===== config.mk =====
export PLATFORM = sky130hd
export DESIGN_NAME = websocket_frame_receiver
export DESIGN_NICKNAME = d
export VERILOG_FILES = /design/src/wsfr_pkg.sv /design/src/wsfr_front.sv /design/src/wsfr_queue.sv /design/src/wsfr_back.sv /design/src/websocket_frame_receiver.sv
export SDC_FILE = /design/constraint.sdc
export NUM_CORES = 1
export LEC_CHECK = 0
export ABC_AREA = 1
export BUFFER_PORTS_ARGS = -buffer_cell sky130_fd_sc_hd__buf_2
export CAP_MARGIN = 10
export CORE_ASPECT_RATIO = 1.25
export CORE_MARGIN = 3
export CORE_UTILIZATION = 28
export DETAILED_ROUTE_END_ITERATION = 10
export PLACE_DENSITY = 0.39
export SKIP_CTS_REPAIR_TIMING = 1
export SYNTH_ARGS = -nofsm -noshare
export SYNTH_HDL_FRONTEND = slang
export SYNTH_SLANG_ARGS = --single-unit

===== constraint.sdc =====
create_clock -name clk -period 12.4 [get_ports clk]
set_input_delay 2.48 -clock clk [delete_from_list [all_inputs] [get_ports clk]]
set_output_delay 2.48 -clock clk [all_outputs]
set_load 0.02 [all_outputs]

===== src/wsfr_pkg.sv =====
// Shared types and constants for the WebSocket frame receiver.
package wsfr_pkg;

    // Frame opcodes
    localparam logic [3:0] OP_CONT   = 4'h0;
    localparam logic [3:0] OP_TEXT   = 4'h1;
    localparam logic [3:0] OP_BINARY = 4'h2;
    localparam logic [3:0] OP_CLOSE  = 4'h8;
    localparam logic [3:0] OP_PING   = 4'h9;
    localparam logic [3:0] OP_PONG   = 4'hA;

    // Length field codes and header byte counts
    localparam logic [6:0] LEN_EXT16    = 7'd126;
    localparam logic [6:0] LEN_EXT64    = 7'd127;
    localparam int         CTRL_MAX_LEN = 125;
    localparam logic [3:0] EXT16_BYTES  = 4'd2;
    localparam logic [3:0] EXT64_BYTES  = 4'd8;
    localparam logic [3:0] KEY_BYTES    = 4'd4;

    // Result queue depth and output bus width
    localparam int QDEPTH  = 2;
    localparam int TDATA_W = 24;

    // Configuration register indexes
    typedef enum logic [0:0] {
        CFG_COMPRESSION = 1'b0,
        CFG_MAX_LEN     = 1'b1
    } cfg_index_t;

    // Result status codes
    typedef enum logic [3:0] {
        ST_OK           = 4'd0,
        ST_RSV23        = 4'd1,
        ST_RSV1_NOCOMP  = 4'd2,
        ST_RSV1_CONT    = 4'd3,
        ST_ORPHAN_CONT  = 4'd4,
        ST_DATA_IN_FRAG = 4'd5,
        ST_CTRL_FRAG    = 4'd6,
        ST_CTRL_LONG    = 4'd7,
        ST_BAD_OPCODE   = 4'd8,
        ST_TOO_LONG     = 4'd9
    } status_t;

    // One classified request passed from the parser to the output stage
    typedef struct packed {
        logic [7:0] raw;
        logic [7:0] key;
        logic       byte_valid;
        logic [3:0] opcode;
        logic       is_control;
        logic       compressed;
        logic       frame_end;
        logic       message_end;
        status_t    status;
    } wsfr_entry_t;

endpackage


===== src/wsfr_front.sv =====
// Header parser and classifier: turns stream bytes into result requests.
module wsfr_front #(
    parameter int LENGTH_BITS = 64
) (
    input  logic                 clk,
    input  logic                 rst_n,
    input  logic                 accept,
    input  logic                 kind,
    input  logic [7:0]           byte_in,
    input  logic                 compression_enabled,
    input  logic [31:0]          max_payload_length,
    output logic                 push,
    output wsfr_pkg::wsfr_entry_t entry
);
    import wsfr_pkg::*;

    localparam int CmpW   = (LENGTH_BITS > 32) ? LENGTH_BITS : 32;
    localparam bit CanSat = (LENGTH_BITS < 64);

    typedef enum logic [2:0] {
        PH_HDR1    = 3'd0,
        PH_HDR2    = 3'd1,
        PH_EXTLEN  = 3'd2,
        PH_MASKKEY = 3'd3,
        PH_PAYLOAD = 3'd4
    } phase_t;

    phase_t                  phase_reg, phase_next;
    logic [3:0]              ext_reg, ext_next;
    logic [7:0]              fhb_reg, fhb_next;
    logic                    masked_reg, masked_next;
    logic [31:0]             key_reg, key_next;
    logic [1:0]              mpos_reg, mpos_next;
    logic [LENGTH_BITS-1:0]  rem_reg, rem_next;
    logic                    sat_reg, sat_next;
    logic                    frag_reg, frag_next;
    logic [3:0]              msg_op_reg, msg_op_next;
    logic                    msg_comp_reg, msg_comp_next;
    logic                    err_reg, err_next;

    logic                    done;
    logic [LENGTH_BITS-1:0]  len_sel;
    logic                    sat_sel;
    status_t                 st;
    logic [7:0]              key_byte;
    logic                    ctrl;

    // Check a completed header, codes in priority order
    function automatic status_t hdr_status(
        input logic [7:0]             fhb,
        input logic [LENGTH_BITS-1:0] len,
        input logic                   sat,
        input logic                   frag,
        input logic                   comp_en,
        input logic [31:0]            max_len
    );
        status_t    s;
        logic [3:0] op;
        logic       over_ctrl;
        logic       over_max;
        s         = ST_OK;
        op        = fhb[3:0];
        over_ctrl = sat || (len > LENGTH_BITS'(CTRL_MAX_LEN));
        over_max  = sat || (CmpW'(len) > CmpW'(max_len));
        priority if (fhb[5] || fhb[4])
            s = ST_RSV23;
        else if (fhb[6] && !comp_en)
            s = ST_RSV1_NOCOMP;
        else if (op == OP_CONT && frag && fhb[6])
            s = ST_RSV1_CONT;
        else if (op == OP_CONT)
        begin
            if (!frag)
                s = ST_ORPHAN_CONT;
        end
        else if (op == OP_TEXT || op == OP_BINARY)
        begin
            if (frag)
                s = ST_DATA_IN_FRAG;
        end
        else if (op == OP_CLOSE || op == OP_PING || op == OP_PONG)
        begin
            if (!fhb[7])
                s = ST_CTRL_FRAG;
            else if (over_ctrl)
                s = ST_CTRL_LONG;
        end
        else
            s = ST_BAD_OPCODE;
        if (s == ST_OK && over_max)
            s = ST_TOO_LONG;
        return s;
    endfunction

    // Parse one stream byte and form its result request
    always_comb
    begin
        phase_next    = phase_reg;
        ext_next      = ext_reg;
        fhb_next      = fhb_reg;
        masked_next   = masked_reg;
        key_next      = key_reg;
        mpos_next     = mpos_reg;
        rem_next      = rem_reg;
        sat_next      = sat_reg;
        frag_next     = frag_reg;
        msg_op_next   = msg_op_reg;
        msg_comp_next = msg_comp_reg;
        err_next      = err_reg;
        push          = 1'b0;
        entry         = '0;
        done          = 1'b0;
        len_sel       = rem_reg;
        sat_sel       = sat_reg;
        st            = ST_OK;
        key_byte      = '0;
        ctrl          = fhb_reg[3];

        if (accept)
        begin
            if (kind)
            begin
                // Connection reset: drop all parse, fragment and error state
                phase_next    = PH_HDR1;
                ext_next      = '0;
                fhb_next      = '0;
                masked_next   = 1'b0;
                key_next      = '0;
                mpos_next     = '0;
                rem_next      = '0;
                sat_next      = 1'b0;
                frag_next     = 1'b0;
                msg_op_next   = '0;
                msg_comp_next = 1'b0;
                err_next      = 1'b0;
            end
            else if (!err_reg)
            begin
                unique case (phase_reg)
                    PH_HDR2:
                    begin
                        masked_next = byte_in[7];
                        key_next    = '0;
                        mpos_next   = '0;
                        sat_next    = 1'b0;
                        if (byte_in[6:0] == LEN_EXT16 || byte_in[6:0] == LEN_EXT64)
                        begin
                            ext_next   = (byte_in[6:0] == LEN_EXT16) ? EXT16_BYTES
                                                                     : EXT64_BYTES;
                            rem_next   = '0;
                            phase_next = PH_EXTLEN;
                        end
                        else
                        begin
                            rem_next = LENGTH_BITS'(byte_in[6:0]);
                            if (byte_in[7])
                            begin
                                ext_next   = KEY_BYTES;
                                phase_next = PH_MASKKEY;
                            end
                            else
                            begin
                                done    = 1'b1;
                                len_sel = rem_next;
                                sat_sel = 1'b0;
                            end
                        end
                    end
                    PH_EXTLEN:
                    begin
                        // Shift in a length byte, saturate once it cannot fit
                        if (CanSat && (rem_reg[LENGTH_BITS-1 -: 8] != 8'd0))
                        begin
                            rem_next = '1;
                            sat_next = 1'b1;
                        end
                        else
                            rem_next = {rem_reg[LENGTH_BITS-9:0], byte_in};
                        ext_next = ext_reg - 4'd1;
                        if (ext_reg == 4'd1)
                        begin
                            if (masked_reg)
                            begin
                                ext_next   = KEY_BYTES;
                                phase_next = PH_MASKKEY;
                            end
                            else
                            begin
                                done    = 1'b1;
                                len_sel = rem_next;
                                sat_sel = sat_next;
                            end
                        end
                    end
                    PH_MASKKEY:
                    begin
                        key_next = {key_reg[23:0], byte_in};
                        ext_next = ext_reg - 4'd1;
                        if (ext_reg == 4'd1)
                            done = 1'b1;
                    end
                    PH_PAYLOAD:
                    begin
                        // Pick the key byte, most significant first
                        unique case (mpos_reg)
                            2'd0:    key_byte = key_reg[31:24];
                            2'd1:    key_byte = key_reg[23:16];
                            2'd2:    key_byte = key_reg[15:8];
                            default: key_byte = key_reg[7:0];
                        endcase
                        mpos_next         = mpos_reg + 2'd1;
                        rem_next          = rem_reg - LENGTH_BITS'(1);
                        push              = 1'b1;
                        entry.raw         = byte_in;
                        entry.key         = key_byte;
                        entry.byte_valid  = 1'b1;
                        entry.opcode      = ctrl ? fhb_reg[3:0] : msg_op_reg;
                        entry.is_control  = ctrl;
                        entry.compressed  = ctrl ? 1'b0 : msg_comp_reg;
                        entry.frame_end   = (rem_reg == LENGTH_BITS'(1));
                        entry.message_end = (rem_reg == LENGTH_BITS'(1))
                                            && fhb_reg[7] && !ctrl;
                        if (rem_reg == LENGTH_BITS'(1))
                            phase_next = PH_HDR1;
                    end
                    default:
                    begin
                        fhb_next   = byte_in;
                        phase_next = PH_HDR2;
                    end
                endcase

                // Header done: reject, else update message, payload or marker
                if (done)
                begin
                    st = hdr_status(fhb_reg, len_sel, sat_sel, frag_reg,
                                    compression_enabled, max_payload_length);
                    if (st != ST_OK)
                    begin
                        push         = 1'b1;
                        entry.opcode = fhb_reg[3:0];
                        entry.status = st;
                        err_next     = 1'b1;
                        phase_next   = PH_HDR1;
                    end
                    else
                    begin
                        if (fhb_reg[3:0] == OP_TEXT || fhb_reg[3:0] == OP_BINARY)
                        begin
                            msg_op_next   = fhb_reg[3:0];
                            msg_comp_next = fhb_reg[6];
                            frag_next     = !fhb_reg[7];
                        end
                        else if (fhb_reg[3:0] == OP_CONT)
                            frag_next = !fhb_reg[7];
                        mpos_next = '0;
                        if (len_sel == '0)
                        begin
                            push              = 1'b1;
                            entry.opcode      = ctrl ? fhb_reg[3:0] : msg_op_next;
                            entry.is_control  = ctrl;
                            entry.compressed  = ctrl ? 1'b0 : msg_comp_next;
                            entry.frame_end   = 1'b1;
                            entry.message_end = fhb_reg[7] && !ctrl;
                            phase_next        = PH_HDR1;
                        end
                        else
                            phase_next = PH_PAYLOAD;
                    end
                end
            end
        end
    end

    // Hold parser state
    always_ff @(posedge clk or negedge rst_n)
    begin
        if (!rst_n)
        begin
            phase_reg    <= PH_HDR1;
            ext_reg      <= '0;
            fhb_reg      <= '0;
            masked_reg   <= 1'b0;
            key_reg      <= '0;
            mpos_reg     <= '0;
            rem_reg      <= '0;
            sat_reg      <= 1'b0;
            frag_reg     <= 1'b0;
            msg_op_reg   <= '0;
            msg_comp_reg <= 1'b0;
            err_reg      <= 1'b0;
        end
        else
        begin
            phase_reg    <= phase_next;
            ext_reg      <= ext_next;
            fhb_reg      <= fhb_next;
            masked_reg   <= masked_next;
            key_reg      <= key_next;
            mpos_reg     <= mpos_next;
            rem_reg      <= rem_next;
            sat_reg      <= sat_next;
            frag_reg     <= frag_next;
            msg_op_reg   <= msg_op_next;
            msg_comp_reg <= msg_comp_next;
            err_reg      <= err_next;
        end
    end

`ifndef SYNTHESIS
    a_ext_count_live: assert property (@(posedge clk) disable iff (!rst_n)
        (phase_reg == PH_EXTLEN || phase_reg == PH_MASKKEY) |-> ext_reg != 4'd0)
        else $error("header byte count ran out inside header");
    a_payload_nonzero: assert property (@(posedge clk) disable iff (!rst_n)
        phase_reg == PH_PAYLOAD |-> rem_reg != '0)
        else $error("payload phase with nothing left");
    a_error_latches: assert property (@(posedge clk) disable iff (!rst_n)
        (push && entry.status != ST_OK) |=> err_reg)
        else $error("header error did not latch");
`endif

endmodule


===== src/wsfr_queue.sv =====
// Two-entry request queue between the parser and the output stage.
module wsfr_queue (
    input  logic                  clk,
    input  logic                  rst_n,
    input  logic                  push,
    input  wsfr_pkg::wsfr_entry_t push_entry,
    input  logic                  pop,
    output wsfr_pkg::wsfr_entry_t head,
    output logic                  full,
    output logic                  empty
);
    import wsfr_pkg::*;

    localparam int PtrW = (QDEPTH > 1) ? $clog2(QDEPTH) : 1;
    localparam int CntW = $clog2(QDEPTH + 1);

    wsfr_entry_t     slot_reg [QDEPTH];
    logic [PtrW-1:0] wr_reg, wr_next;
    logic [PtrW-1:0] rd_reg, rd_next;
    logic [CntW-1:0] count_reg, count_next;

    assign full  = (count_reg == CntW'(QDEPTH));
    assign empty = (count_reg == '0);
    assign head  = slot_reg[rd_reg];

    // Advance pointers and occupancy
    always_comb
    begin
        wr_next    = wr_reg;
        rd_next    = rd_reg;
        count_next = count_reg;
        if (push)
            wr_next = (wr_reg == PtrW'(QDEPTH - 1)) ? '0 : wr_reg + PtrW'(1);
        if (pop)
            rd_next = (rd_reg == PtrW'(QDEPTH - 1)) ? '0 : rd_reg + PtrW'(1);
        if (push && !pop)
            count_next = count_reg + CntW'(1);
        else if (pop && !push)
            count_next = count_reg - CntW'(1);
    end

    always_ff @(posedge clk or negedge rst_n)
    begin
        if (!rst_n)
        begin
            wr_reg    <= '0;
            rd_reg    <= '0;
            count_reg <= '0;
        end
        else
        begin
            wr_reg    <= wr_next;
            rd_reg    <= rd_next;
            count_reg <= count_next;
        end
    end

    // Store incoming requests
    always_ff @(posedge clk)
    begin
        if (push)
            slot_reg[wr_reg] <= push_entry;
    end

`ifndef SYNTHESIS
    a_no_overflow: assert property (@(posedge clk) disable iff (!rst_n)
        push |-> (!full || pop))
        else $error("request pushed into full queue");
    a_no_underflow: assert property (@(posedge clk) disable iff (!rst_n)
        pop |-> !empty)
        else $error("request popped from empty queue");
    a_count_bound: assert property (@(posedge clk) disable iff (!rst_n)
        count_reg <= CntW'(QDEPTH))
        else $error("queue occupancy beyond depth");
`endif

endmodule


===== src/wsfr_back.sv =====
// Output stage: unmasks payload and holds the result for the master side.
module wsfr_back (
    input  logic                          clk,
    input  logic                          rst_n,
    input  wsfr_pkg::wsfr_entry_t         head,
    input  logic                          empty,
    output logic                          pop,
    output logic                          m_axis_tvalid,
    input  logic                          m_axis_tready,
    output logic [wsfr_pkg::TDATA_W-1:0]  m_axis_tdata,
    output logic                          m_axis_tlast,
    output logic                          m_axis_tuser
);
    import wsfr_pkg::*;

    logic               valid_reg;
    logic [TDATA_W-1:0] data_reg, data_next;
    logic               last_reg;
    logic               user_reg;
    logic [7:0]         payload;

    // Take the next request whenever the output register is free or being taken
    assign pop = !empty && (!valid_reg || m_axis_tready);

    // Unmask and pack: payload, opcode, control, compressed, message end, status
    always_comb
    begin
        payload   = head.byte_valid ? (head.raw ^ head.key) : 8'd0;
        data_next = TDATA_W'({head.status, head.message_end, head.compressed,
                              head.is_control, head.opcode, payload});
    end

    always_ff @(posedge clk or negedge rst_n)
    begin
        if (!rst_n)
            valid_reg <= 1'b0;
        else if (pop)
            valid_reg <= 1'b1;
        else if (m_axis_tready)
            valid_reg <= 1'b0;
    end

    always_ff @(posedge clk)
    begin
        if (pop)
        begin
            data_reg <= data_next;
            last_reg <= head.frame_end;
            user_reg <= head.byte_valid;
        end
    end

    assign m_axis_tvalid = valid_reg;
    assign m_axis_tdata  = data_reg;
    assign m_axis_tlast  = last_reg;
    assign m_axis_tuser  = user_reg;

endmodule


===== src/websocket_frame_receiver.sv =====
// A payload, marker or error result is held in the request queue, then the output register.
// One byte per clock while s_axis_tready is high; no header byte but the last gives a result.
// s_axis_tready drops only when both entries of the parser-to-output queue are occupied.
// rst_n clears parser, fragment and error state and sets registers to their defaults
// (compression off, maximum payload 16777216 bytes); tuser=1 on s_axis clears all but registers.
// Top level: configuration registers, stream parser, request queue and output stage.
module websocket_frame_receiver #(
    parameter int LENGTH_BITS = 64
) (
    input  logic                         clk,
    input  logic                         rst_n,
    // Configuration writes
    input  logic                         cfg_valid,
    output logic                         cfg_ready,
    input  logic                         cfg_index,
    input  logic [31:0]                  cfg_data,
    // Received stream
    input  logic                         s_axis_tvalid,
    output logic                         s_axis_tready,
    input  logic [7:0]                   s_axis_tdata,  // [7:0] stream_byte
    input  logic                         s_axis_tuser,  // [0] kind
    // Results
    output logic                         m_axis_tvalid,
    input  logic                         m_axis_tready,
    // [7:0] payload_byte, [11:8] frame_opcode, [12] is_control, [13] compressed,
    // [14] message_end, [18:15] status, [23:19] zero
    output logic [wsfr_pkg::TDATA_W-1:0] m_axis_tdata,
    output logic                         m_axis_tlast,  // frame_end
    output logic                         m_axis_tuser   // [0] byte_valid
);
    import wsfr_pkg::*;

    logic        compression_enabled_reg;
    logic [31:0] max_payload_length_reg;
    logic        accept;
    logic        push;
    logic        pop;
    logic        full;
    logic        empty;
    wsfr_entry_t push_entry;
    wsfr_entry_t head;

    assign cfg_ready     = 1'b1;
    assign s_axis_tready = !full;
    assign accept        = s_axis_tvalid && s_axis_tready;

    // Register writes
    always_ff @(posedge clk or negedge rst_n)
    begin
        if (!rst_n)
        begin
            compression_enabled_reg <= 1'b0;
            max_payload_length_reg  <= 32'd16777216;
        end
        else if (cfg_valid && cfg_ready)
        begin
            unique case (cfg_index_t'(cfg_index))
                CFG_COMPRESSION: compression_enabled_reg <= cfg_data[0];
                CFG_MAX_LEN:     max_payload_length_reg  <= cfg_data;
                default:         max_payload_length_reg  <= max_payload_length_reg;
            endcase
        end
    end

    wsfr_front #(
        .LENGTH_BITS(LENGTH_BITS)
    ) u_front (
        .clk                (clk),
        .rst_n              (rst_n),
        .accept             (accept),
        .kind               (s_axis_tuser),
        .byte_in            (s_axis_tdata),
        .compression_enabled(compression_enabled_reg),
        .max_payload_length (max_payload_length_reg),
        .push               (push),
        .entry              (push_entry)
    );

    wsfr_queue u_queue (
        .clk       (clk),
        .rst_n     (rst_n),
        .push      (push),
        .push_entry(push_entry),
        .pop       (pop),
        .head      (head),
        .full      (full),
        .empty     (empty)
    );

    wsfr_back u_back (
        .clk          (clk),
        .rst_n        (rst_n),
        .head         (head),
        .empty        (empty),
        .pop          (pop),
        .m_axis_tvalid(m_axis_tvalid),
        .m_axis_tready(m_axis_tready),
        .m_axis_tdata (m_axis_tdata),
        .m_axis_tlast (m_axis_tlast),
        .m_axis_tuser (m_axis_tuser)
    );

endmodule


Word-level counts from Yosys, hierarchy flattened --
Memory sizes are Yosys's and may differ from the RTL's. Index checks and enable logic that the tools add are counted.
Word-level totals: register bits 181, bits in writable memories 58, input port bits 47, output and inout port bits 29, memories 1
Memory list:
- u_queue.slot_reg | words 2, bits a word 29, read ports 1, clocked after memory_dff 0, write ports 1, line wsfr_queue.sv:17 | wsfr_entry_t slot_reg [QDEPTH];
Operators by class: $add $sub $neg 7, order comparisons 2, equal/unequal tests 25, multiplexer cells 131, bitwise operators 2, reductions and logical operators 53
Operator list (number):
- $mux 64 | 9
- $pmux 64 s3 | 1
- $mux 4 | 33
- $pmux 64 s2 | 1
- $mux 29 | 3
- $eq 64x1->1 const B | 1
- $gt 64x32->1 | 1
- $gt 64x7->1 const B | 1
- $logic_not 64->1 | 1
- $mux 32 | 2
- $pmux 32 s2 | 1
- $sub 64x1->64 const B | 1
- $mux 1 | 50
- $mux 3 | 13
- $mux 8 | 4
- $mux 25 | 1
- $pmux 8 s3 | 1
- $eq 7x7->1 const B | 2
- $eq 4x4->1 const B | 3
- $mux 12 | 1
- $mux 2 | 6
- $ne 4x2->1 const B | 3
- $pmux 3 s4 | 1
- $pmux 4 s3 | 1
- other kinds (35) | 79

Longest topological paths before layout --
Gate-level depths: netlist of the first run.
word-level depth 38, gate-level depth with buffers 33

Hierarchy --
From an unflattened synthesis of the first run, not the netlist that was laid out.
Unflattened totals: cell total of the unflattened synthesis 1872, area, all modules 14585.2 µm²
Modules (own cells, without submodules):
- wsfr_front | times used 1, cells an instance 1541, area each 9880.7 µm², seq. area each 3027.9 µm²
- wsfr_queue | times used 1, cells an instance 115, area each 2417.3 µm², seq. area each 1841.8 µm²
- websocket_frame_receiver | times used 1, cells an instance 151, area each 1420.1 µm², seq. area each 827.0 µm²
- wsfr_back | times used 1, cells an instance 65, area each 867.1 µm², seq. area each 655.6 µm²

Worst setup path before layout of the first run --
OpenSTA, ideal clock, no wires.
path kind input to register, start point input port s_axis_tdata[6], end point memory u_queue.slot_reg[1][0] (netlist name) (enable), setup time 0.415 ns, data arrival time 6.211 ns, path slack 5.773 ns, cell stages on the path 26, buffers on the path 1, cells stage by stage inv_1 -> nor2_2 -> nand2_1 -> nand3_2 -> nand2_4 -> buf_2 -> nand3_1 -> nand2_1 -> inv_1 -> ha_1 -> nand2_1 -> nor2_1 -> nand4_1 -> nor4b_1 -> nand2_1 -> o211ai_1 -> nand2_1 -> nand2_1 -> nand2_1 -> nand4_4 -> inv_2 -> nand2_1 -> nand2_2 -> nand2_2 -> inv_1 -> nor2_1
Between the ends: cells in the longest elaborated chain, start to end 36, elaborated cells on any way between the ends 54, classes of those cells order compare: 2; eq/ne: 2; mux: 43; reduce/logical: 7
RTL lines:
- from (decl) | line websocket_frame_receiver.sv:20 | input logic [7:0] s_axis_tdata,
- $eq 7x7->1 | line wsfr_front.sv:146 | if (byte_in[6:0] == LEN_EXT16 || byte_in[6:0] == LEN_EXT64)
- $logic_or 1x1->1 | line wsfr_front.sv:146
- $mux 64 | line wsfr_front.sv:146
- $pmux 64 s2 | line wsfr_front.sv:139 | unique case (phase_reg)
- $mux 64 | line wsfr_front.sv:137 | else if (!err_reg)
- $mux 64 | line wsfr_front.sv:121 | if (kind)
- $mux 64 | line wsfr_front.sv:119 | if (accept)
- $gt 64x7->1 | line wsfr_front.sv:63 | over_ctrl = sat || (len > LENGTH_BITS'(CTRL_MAX_LEN));
- [... 21 more ...]
- $mux 1 | line wsfr_front.sv:238 | if (st != ST_OK)
- $mux 1 (*) | line wsfr_front.sv:234 | if (done)
- $mux 1 (*) | line wsfr_front.sv:137
- $mux 1 (*) | line wsfr_front.sv:121
- $mux 1 (*) | line wsfr_front.sv:119
- net push | line websocket_frame_receiver.sv:36 | logic push;
- $mux 1 (*) | line wsfr_queue.sv:61 | if (push)
- $mux 1 (implied by the code) (*) | line wsfr_queue.sv:62 | slot_reg[wr_reg] <= push_entry;
- to (decl) | line wsfr_queue.sv:17
Mark *: on every way through the listed nets, which the timed path passes. The rest lies on a longest branch. The select of a mux whose other input is x is not followed.

Worst setup path after layout of the first run --
start point input port s_axis_tdata[6], end point memory u_queue.slot_reg[1][17] (netlist name) (enable)
Same word-level chain as after synthesis.

==> flow_metrics.py, run 1 <==
metrics = {
    "global_route": {
        "grt_pass1_vias": 13700,
        "grtUsageTotal_pct": 18.2,
        "grt_first_pass_wirelength_mm": 79.4,
        "grt_max_degree": 65,
        "antenna_found_initial": 0,
        "overflow": 0,
    },
    "sta": {
        "finClkSkew_ps": 11.3,
        "setup-violations-final": 0,
        "layout_setup_ws_ps": 6010,
        "period_share_pct": 51.5,
        "hold_viol": 0,
        "worst_slew_pin_slew_ps": 1070,
        "slew_viol_final": 0,
        "holdWs_ps": 471,
        "max_clock_freq_ghz": 0.157,
        "fin_tns_setup_ps": 0,
        "grt_setup_unrepaired": "false",
        "min_period_ps": 6390,
        "timing.slew.headroom_pct": 28.9,
    },
    "logic_synthesis": {
        "seq_area_frac_synth_pct": 43.0,
        "postSynthAreaPerCell_sq_um": 7.34,
        "ys_ff_latch": 238,
        "yosysUniqueCellTypes": 54,
        "postSynthCellCount": 2013,
        "ys_warn_count": 0,
        "syn-cell-area_sq_um": 14800,
    },
    "worst_setup_path": {
        "critPathKind": "input port to flop",
        "path_max_fanout": 37,
        "critPathCaptureType": "flop",
        "cp-start-kind": "input port",
        "critical_path_required_ps": 12620,
        "crit_arrival_ps": 6610,
        "crit-reg2reg-launch": "u_front.phase_reg[2]",
        "crit_start": "s_axis_tdata[6]",
    },
    "cells_and_area": {
        "fin_area_sq_um": 16800,
        "diodes": 0,
        "fillers": 5673,
        "layout-drive-gt1-share_pct": 8.58,
        "area_growth_pct": 13.9,
        "layout_commonest_cell": "nand2_1",
        "mostFrequentLayoutCells": "nand2_1 (384), inv_1 (314), nor2_1 (258)",
        "nNetsFinal": 2150,
        "largest_register_ffs": 64,
    },
    "cts": {
        "clock_path_buffers": 3,
        "clock_sinks": 238,
        "path_clk_slew_ps": 60,
        "clkLatencyLatePin_ps": 570,
        "cts_tree": "done",
        "clock-root-buffer": "clkbuf_16",
        "cts_buffers": 30,
        "htree_num_levels": 1,
    },
    "power_and_ir_drop": {
        "p_switching_mw": 1.64,
        "p_int_mw": 1.93,
        "combinationalPowerShare_pct": 45.7,
        "power_mw": 3.57,
        "switching_share_pct": 46.0,
        "leakage_nw": 8.45,
        "p_clk_share_pct": 25.3,
        "ir_drop_mv": 0.0903,
        "power_density_nw_per_um2": 212,
        "power.share.sequential_pct": 29.1,
    },
    "die": {
        "dieHeight_um": 263,
        "rows": 93,
        "start_util_pct": 28.5,
        "die_area_sq_um": 55600,
        "io_pins": 76,
        "die_w_um": 212,
        "core_sq_um": 51900,
    },
    "route": {
        "dr_total_vias": 13700,
        "dr.pass1.iters": 5,
        "drc": 0,
        "drt-total-wl_mm": 51.6,
        "viasPerCell": 4.97,
        "ant_nets": 0,
        "drt_iter0_drc": 873,
        "routedWlPerCell_um": 18.8,
    },
    "placed_design": {
        "post_dp_cell_area_sq_um": 15800,
        "post-place-ws_ps": 5430,
        "place.gp.congestion": 0.866,
        "io_buffers": 69,
        "hpwl_mm": 37.0,
    },
    "min_path": {
        "hold_start": "u_queue.count_reg[0]",
        "hp-class": "flop to flop",
    },
    "flow_run": {
        "cap_violations": 0,
    },
    "run_status": {
        "status": "finished clean",
    },
}
-- area by class of cell --
cell class | count | area (sq um) | area share [%]
inverters | 325 | 1220 | 7.26
flip-flops and latches | 238 | 6350 | 37.7
repair buffers | 91 | 517 | 3.07
clock buffers | 39 | 826 | 4.91
clock inverters | 17 | 188 | 1.12
multi-input cells | 1376 | 6890 | 41.0
well taps | 665 | 832 | 4.94
-- stage by stage --
stage | utilization, % | instances
after global routing | 32.4 | 2751
after CTS | 32.4 | 2751
after detailed placement | 30.5 | 2695
after floorplan | - | 2017
final | 32.4 | 2751
after global placement | 30.5 | 2695
-- worst max-delay path: stages --
cell and delay, ps:
buf_2 140, inv_1 100, nor2_2 60, nand2_1 150
nand3_2 120, nand2_4 370, nand2_2 280, o21ai_0 370
inv_1 100, ha_1 290, nand3_1 80, nor4b_1 470
nand2_1 110, o211ai_1 100, nand2_1 90, nand2_1 110
nand2_1 110, nand4_4 180, inv_2 80, nand2_1 100
nand2_2 80, nand2_2 100, inv_1 60, nor2_2 70
buf_4 370
-- Yosys cell counts (all sizes together) --
library cell / count / area share [%]
ha: 41 / 3.5
nand4: 34 / 1.5
dfstp: 1 / 0.18
a22oi: 5 / 0.25
edfxtp: 79 / 16
nand3: 146 / 5.0
clkinv: 4 / 0.10
o21bai: 1 / 0.13
o22ai: 42 / 1.8
nand3b: 1 / 0.051
o31ai: 7 / 0.36
nor4: 7 / 0.30
o2111ai: 1 / 0.059
o221ai: 1 / 0.059
a21o: 2 / 0.10
or4: 1 / 0.051
a211oi: 18 / 0.91
or2: 1 / 0.042
nor4b: 2 / 0.12
o32ai: 2 / 0.12
buf: 23 / 0.97
o211ai: 5 / 0.25
a32oi: 9 / 0.53
inv: 321 / 8.2
nor3: 32 / 1.2
a31oi: 10 / 0.42
o21ai: 213 / 7.3
a41oi: 1 / 0.059
conb: 2 / 0.051
nor2: 265 / 6.8
xnor2: 9 / 0.53
o41ai: 1 / 0.059
nand2: 396 / 10
xor2: 18 / 1.1
dfrtp: 158 / 27
clkbuf: 55 / 1.4
a21oi: 99 / 3.4
-- power by group through the flow --
| stage | registers [mW] | clock network [mW] | logic, mW |
|---|---|---|---|
| floorplan | 1.07 | 0 | 1.11 |
| global placement | 1.05 | 0 | 1.64 |
| detailed placement | 1.05 | 0 | 1.64 |
| CTS | 1.04 | 0.935 | 1.64 |
| global route | 1.05 | 0.971 | 1.83 |
| finish | 1.04 | 0.902 | 1.63 |
-- routing by layer --
layer	global-route usage, %	vias to the layer above	part of all wire [%]
li1	-	6738	-
met1	22.6	6556	42
met2	32.2	303	50
met3	1.99	84	4.1
met4	6.79	0	3.7
met5	0	-	0
-- logic make-up after synthesis --
logic type	Yosys count	share of synthesized area [%]
and+or+nand+nor	885	25.4
AOI/OAI and AO/OA	417	15.8
buffers and inverters	403	10.6
DFF	238	43.0
adders and majority gates	41	3.47
xor gates and xnor gates	27	1.60
other	2	0.0508
-- final timing paths --
kind | to | slack, ps | cells past startpoint
setup reg to reg | u_queue.slot_reg[1][17] | 6990 | 26
hold / removal | u_queue.count_reg[0] | 470 | 1
hold reg to reg | u_queue.count_reg[0] | 470 | 1
min in group asynchronous | u_front.key_reg[28] | 1880 | 1
setup / recovery | u_queue.slot_reg[1][17] | 6010 | 25
max in group asynchronous | u_front.key_reg[9] | 9230 | 2
No activity file was read; power rests on OpenSTA's default activity.
==> run 2: changes to the inputs <==
Clock period 12.4 ns to 5.9 ns, I/O delays scaled along.
==> run 2 against run 1 <==
  * Global-route usage increased by 0.054 points
  * Combinational power is 110% higher
  * Design area grew 0.85%
  * Routed wire length barely moved
  * Non-clock buffer count grew 16
  * Via count rose by 0.60%
  * Clock power up 120%
  * Clock skew grew 40 ps
  * Critical path depth is 1 lower
  * Register-to-register slack worse by 6100 ps
  * Highest routed layer unchanged
==> flow_metrics.py, run 2 (synthesized netlist as in run 1, its figures left out) <==
metrics = {
    "sta": {
        "min_period_ps": 4970,
        "holdWs_ps": 475,
        "worst_slew_pin_slew_ps": 1050,
        "setup-violations-final": 0,
        "grt_setup_unrepaired": "false",
        "fin_tns_setup_ps": 0,
        "slew_viol_final": 0,
        "max_clock_freq_ghz": 0.201,
        "period_share_pct": 84.2,
        "hold_viol": 0,
        "layout_setup_ws_ps": 934,
        "finClkSkew_ps": 51.8,
        "timing.slew.headroom_pct": 29.5,
    },
    "cts": {
        "clock-root-buffer": "clkbuf_16",
        "clock_sinks": 238,
        "clkLatencyLatePin_ps": 600,
        "clock_path_buffers": 3,
        "cts_tree": "done",
        "cts_buffers": 29,
        "path_clk_slew_ps": 60,
        "htree_num_levels": 1,
    },
    "worst_setup_path": {
        "cp-start-kind": "flop",
        "critical_path_required_ps": 6110,
        "cp_cell_sequence": "inv_1 -> ha_1 -> nand3_1 -> buf_4 -> o21ai_4 -> nand2_2 -> o21ai_0 -> inv_1 -> ha_1 -> nand3_1 -> nor4b_1 -> nand2_1 -> o211ai_1 -> nand2_1 -> nand2_1 -> nand2_1 -> nand4_4 -> inv_2 -> nand2_1 -> nand2_2 -> nand2_2 -> inv_1 -> nor2_2 -> buf_4",
        "critPathCaptureType": "flop",
        "path_delay_family": "simple AND/OR/NAND/NOR gates",
        "path_max_fanout": 29,
        "cp_slowest_cell": "nor4b_1",
        "crit_buf_inv": 6,
        "cp_slowest_stage_delay_ps": 510,
        "critPathKind": "flop to flop",
        "cp_common_cell": "nand2_1",
        "crit_arrival_ps": 5180,
    },
    "die": {
        "start_util_pct": 28.5,
        "rows": 93,
        "die_area_sq_um": 55600,
        "core_sq_um": 51900,
        "io_pins": 76,
        "dieHeight_um": 263,
        "die_w_um": 212,
    },
    "flow_run": {
        "cap_violations": 0,
    },
    "placed_design": {
        "hpwl_mm": 37.5,
        "io_buffers": 69,
        "post-place-ws_ps": 488,
        "place.gp.congestion": 0.863,
    },
    "cells_and_area": {
        "post-route-util_pct": 32.7,
        "layout_commonest_cell": "nand2_1",
        "fillers": 5636,
        "mostFrequentLayoutCells": "nand2_1 (384), inv_1 (314), nor2_1 (258)",
        "largest_register_ffs": 64,
        "area_growth_pct": 14.8,
        "diodes": 0,
        "layout-drive-gt1-share_pct": 9.24,
        "nNetsFinal": 2165,
    },
    "power_and_ir_drop": {
        "power_mw": 7.59,
        "leakage_nw": 8.53,
        "power_density_nw_per_um2": 447,
        "ir_drop_mv": 0.187,
    },
    "min_path": {
        "hp-class": "flop to flop",
    },
    "route": {
        "ant_nets": 0,
        "drc": 0,
        "drt-total-wl_mm": 51.6,
        "viasPerCell": 4.98,
        "routedWlPerCell_um": 18.7,
        "dr_total_vias": 13800,
        "drt_iter0_drc": 730,
        "dr.pass1.iters": 5,
    },
    "global_route": {
        "antenna_found_initial": 0,
        "grt_max_degree": 83,
        "grtUsageTotal_pct": 18.2,
        "overflow": 0,
        "grt_first_pass_wirelength_mm": 80.4,
        "grt_pass1_vias": 13900,
    },
    "run_status": {
        "status": "finished clean",
    },
}
run 2: cell count changes in the layout (fill, tap and decap cells not counted), sizes merged:
cell,before,now
clkinvlp,1,2
buf,91,107
clkbuf,39,36
clkinv,16,14
bufinv,3,5
run 2: worst register-to-register path, stage by stage (launching register included):
cell,delay (ps)
dfrtp_1,360
inv_1,110
ha_1,190
nand3_1,80
buf_4,210
o21ai_4,470
nand2_2,320
o21ai_0,360
inv_1,100
ha_1,290
nand3_1,70
nor4b_1,510
nand2_1,100
o211ai_1,110
nand2_1,80
nand2_1,100
nand2_1,110
nand4_4,180
inv_2,80
nand2_1,100
nand2_2,90
nand2_2,100
inv_1,60
nor2_2,70
buf_4,360
run 2: area by class of cell:
type / count / area (sq um) / area share (%)
Sequential cell: 238 / 6350 / 37.4
Timing Repair Buffer: 107 / 649 / 3.83
Tap cell: 665 / 832 / 4.90
Multi-Input combinational cell: 1376 / 6890 / 40.6
Inverter: 325 / 1220 / 7.20
Clock inverter: 18 / 231 / 1.36
Clock buffer: 36 / 792 / 4.67
run 2: layer usage:
layer / wire [um] / vias to the layer above / global-route usage (%)
met1: 22000 / 6630 / 22.9
met2: 25900 / 310 / 32.4
met4: 1790 / 0 / 6.61
li1: - / 6747 / -
met5: 0 / - / 0
met3: 1930 / 76 / 1.65
run 2: worst paths after layout:
check                                           from                       to  slack (ps)  depth (start not counted)
worst max-delay path              u_front.ext_reg[1]  u_queue.slot_reg[1][17]         930                         24
worst min-delay path            u_queue.count_reg[0]     u_queue.count_reg[0]         480                          1
worst max register to register    u_front.ext_reg[1]  u_queue.slot_reg[1][17]         930                         24
worst min register to register  u_queue.count_reg[0]     u_queue.count_reg[0]         480                          1
max in group asynchronous                      rst_n      u_front.rem_reg[25]        4250                          2
min in group asynchronous                      rst_n      u_front.key_reg[21]         640                          1
run 2: per-stage QoR:
| stage | instances | instance area [sq um] |
|---|---|---|
| 6_report | 2765 | 17000 |
| 5_1_grt | 2765 | 17000 |
| 4_1_cts | 2765 | 17000 |
| 3_5_place_dp | 2711 | 15900 |
| 3_3_place_gp | 2711 | 15900 |
| 2_1_floorplan | 2017 | 14800 |
run 2: report_power, final:
| group | internal [mW] | switching, mW | total, mW |
|---|---|---|---|
| combinational | 0.951 | 2.49 | 3.45 |
| clock | 1.17 | 0.779 | 1.95 |
| sequential | 2.01 | 0.193 | 2.20 |
==> run 3: changes to the inputs <==
Clock period 5.9 ns to 4.7 ns, I/O delays scaled along.
==> run 3 against run 2 <==
  * Global-route usage rose by 0.11 points
  * Setup slack got worse by 520 ps
  * Count of clock-buffer cells in the layout did not move
  * Critical path depth rose by 5
  * Utilization rose by 0.61 points
  * Largest power group unchanged
==> flow_metrics.py, run 3 (synthesized netlist as in run 1, its figures left out) <==
metrics = {
    "min_path": {
        "hp-class": "input port to async pin",
    },
    "cells_and_area": {
        "diodes": 0,
        "post-route-util_pct": 33.3,
        "layout_commonest_cell": "nand2_1",
        "mostFrequentLayoutCells": "nand2_1 (384), inv_1 (313), nor2_1 (258)",
        "layout-drive-gt1-share_pct": 10.5,
        "largest_register_ffs": 64,
        "nNetsFinal": 2191,
        "area_growth_pct": 17.0,
    },
    "die": {
        "core_sq_um": 51900,
        "dieHeight_um": 263,
        "die_area_sq_um": 55600,
        "rows": 93,
        "start_util_pct": 28.5,
        "die_w_um": 212,
        "io_pins": 76,
    },
    "flow_run": {
        "cap_violations": 0,
    },
    "placed_design": {
        "place.gp.congestion": 0.830,
        "hpwl_mm": 37.5,
        "io_buffers": 69,
    },
    "sta": {
        "min_period_ps": 4280,
        "finClkSkew_ps": 18.1,
        "fin_tns_setup_ps": 0,
        "worst_slew_pin_slew_ps": 900,
        "period_share_pct": 91.2,
        "slew_viol_final": 0,
        "max_clock_freq_ghz": 0.233,
        "setup-violations-final": 0,
        "holdWs_ps": 443,
        "hold_viol": 0,
        "timing.slew.headroom_pct": 39.7,
    },
    "global_route": {
        "grt_first_pass_wirelength_mm": 80.9,
        "overflow": 0,
        "antenna_found_initial": 0,
        "grt_max_degree": 75,
        "grt_pass1_vias": 14100,
        "grtUsageTotal_pct": 18.3,
    },
    "cts": {
        "clock_path_buffers": 3,
        "cts_buffers": 30,
        "clock_sinks": 238,
        "cts_tree": "done",
        "clock-root-buffer": "clkbuf_16",
        "htree_num_levels": 1,
        "path_clk_slew_ps": 60,
        "clkLatencyLatePin_ps": 580,
    },
    "power_and_ir_drop": {
        "power_density_nw_per_um2": 567,
        "ir_drop_mv": 0.226,
        "leakage_nw": 8.67,
    },
    "worst_setup_path": {
        "cp_common_cell": "nand2_1",
        "cp-start-kind": "flop",
        "cp_slowest_stage_delay_ps": 380,
        "cp_slowest_cell": "nor4b_2",
        "crit_arrival_ps": 4740,
        "path_max_fanout": 8,
        "critPathKind": "flop to flop",
        "critPathCaptureType": "flop",
        "critical_path_required_ps": 5150,
    },
    "route": {
        "routedWlPerCell_um": 18.4,
        "dr.pass1.iters": 5,
        "ant_nets": 0,
        "dr_total_vias": 13700,
        "drt-total-wl_mm": 51.4,
        "drc": 0,
        "viasPerCell": 4.91,
        "drt_iter0_drc": 804,
    },
    "run_status": {
        "status": "finished clean",
    },
}
==> run 3: cell count changes in the layout (fill, tap and decap cells not counted), moves of 2 or more <==
cell,change
clkinvlp_4,+2
bufinv_16,+2
clkbuf_1,+2
buf_4,+22
clkbuf_8,-3
buf_12,+3
==> run 3: worst paths after layout <==
check | start | to | slack (ps) | cells after the start
setup reg to reg | u_front.ext_reg[1] | u_queue.count_reg[1] | 420 | 29
min in group clk | u_queue.count_reg[0] | u_queue.count_reg[0] | 480 | 1
hold / removal | rst_n | u_front.key_reg[28] | 440 | 1
hold reg to reg | u_queue.count_reg[0] | u_queue.count_reg[0] | 480 | 1
setup / recovery | u_front.ext_reg[1] | u_queue.count_reg[1] | 420 | 29
max in group asynchronous | rst_n | u_front.rem_reg[34] | 3280 | 2
==> run 3: worst max-delay path, delay by kind of cell (launching register included) <==
kind	cells	cell delay, ps
buf+inv	5	460
flops	1	370
compound gates	4	570
simple gates	16	1880
xor+xnor	1	150
fa+ha+maj	3	740
==> run 3: cell type report <==
class                   instances  area [sq um]
clock inverters                20           305
fillers                      5658         34600
inverters                     325          1220
multi-input cells            1376          6920
repair buffers                132           875
flip-flops and latches        238          6350
well taps                     665           832
clock buffers                  36           783
==> run 3: metal layers <==
layer  GRT usage [%]  part of all wire (%)
met1            23.2                    44
met2            32.8                    50
met3            1.91                   3.3
met4            5.63                   2.8
met5               0                     0
==> run 3: report_power, final <==
group          switching, mW  internal, mW
Combinational           3.15          1.34
Sequential             0.247          2.52
Clock                  0.977          1.58
==> run 3: stage by stage <==
step                area, sq um  power [mW]  setup WS (ps)  std cells
CTS                       17300        9.92            145       2791
global placement          16200        7.29           33.9       2735
floorplan                 14800        5.75            102       2017
detailed placement        16200        7.29          -28.7       2735
finish                    17300        9.81            416       2792
global route              17300        10.6          -71.8       2792
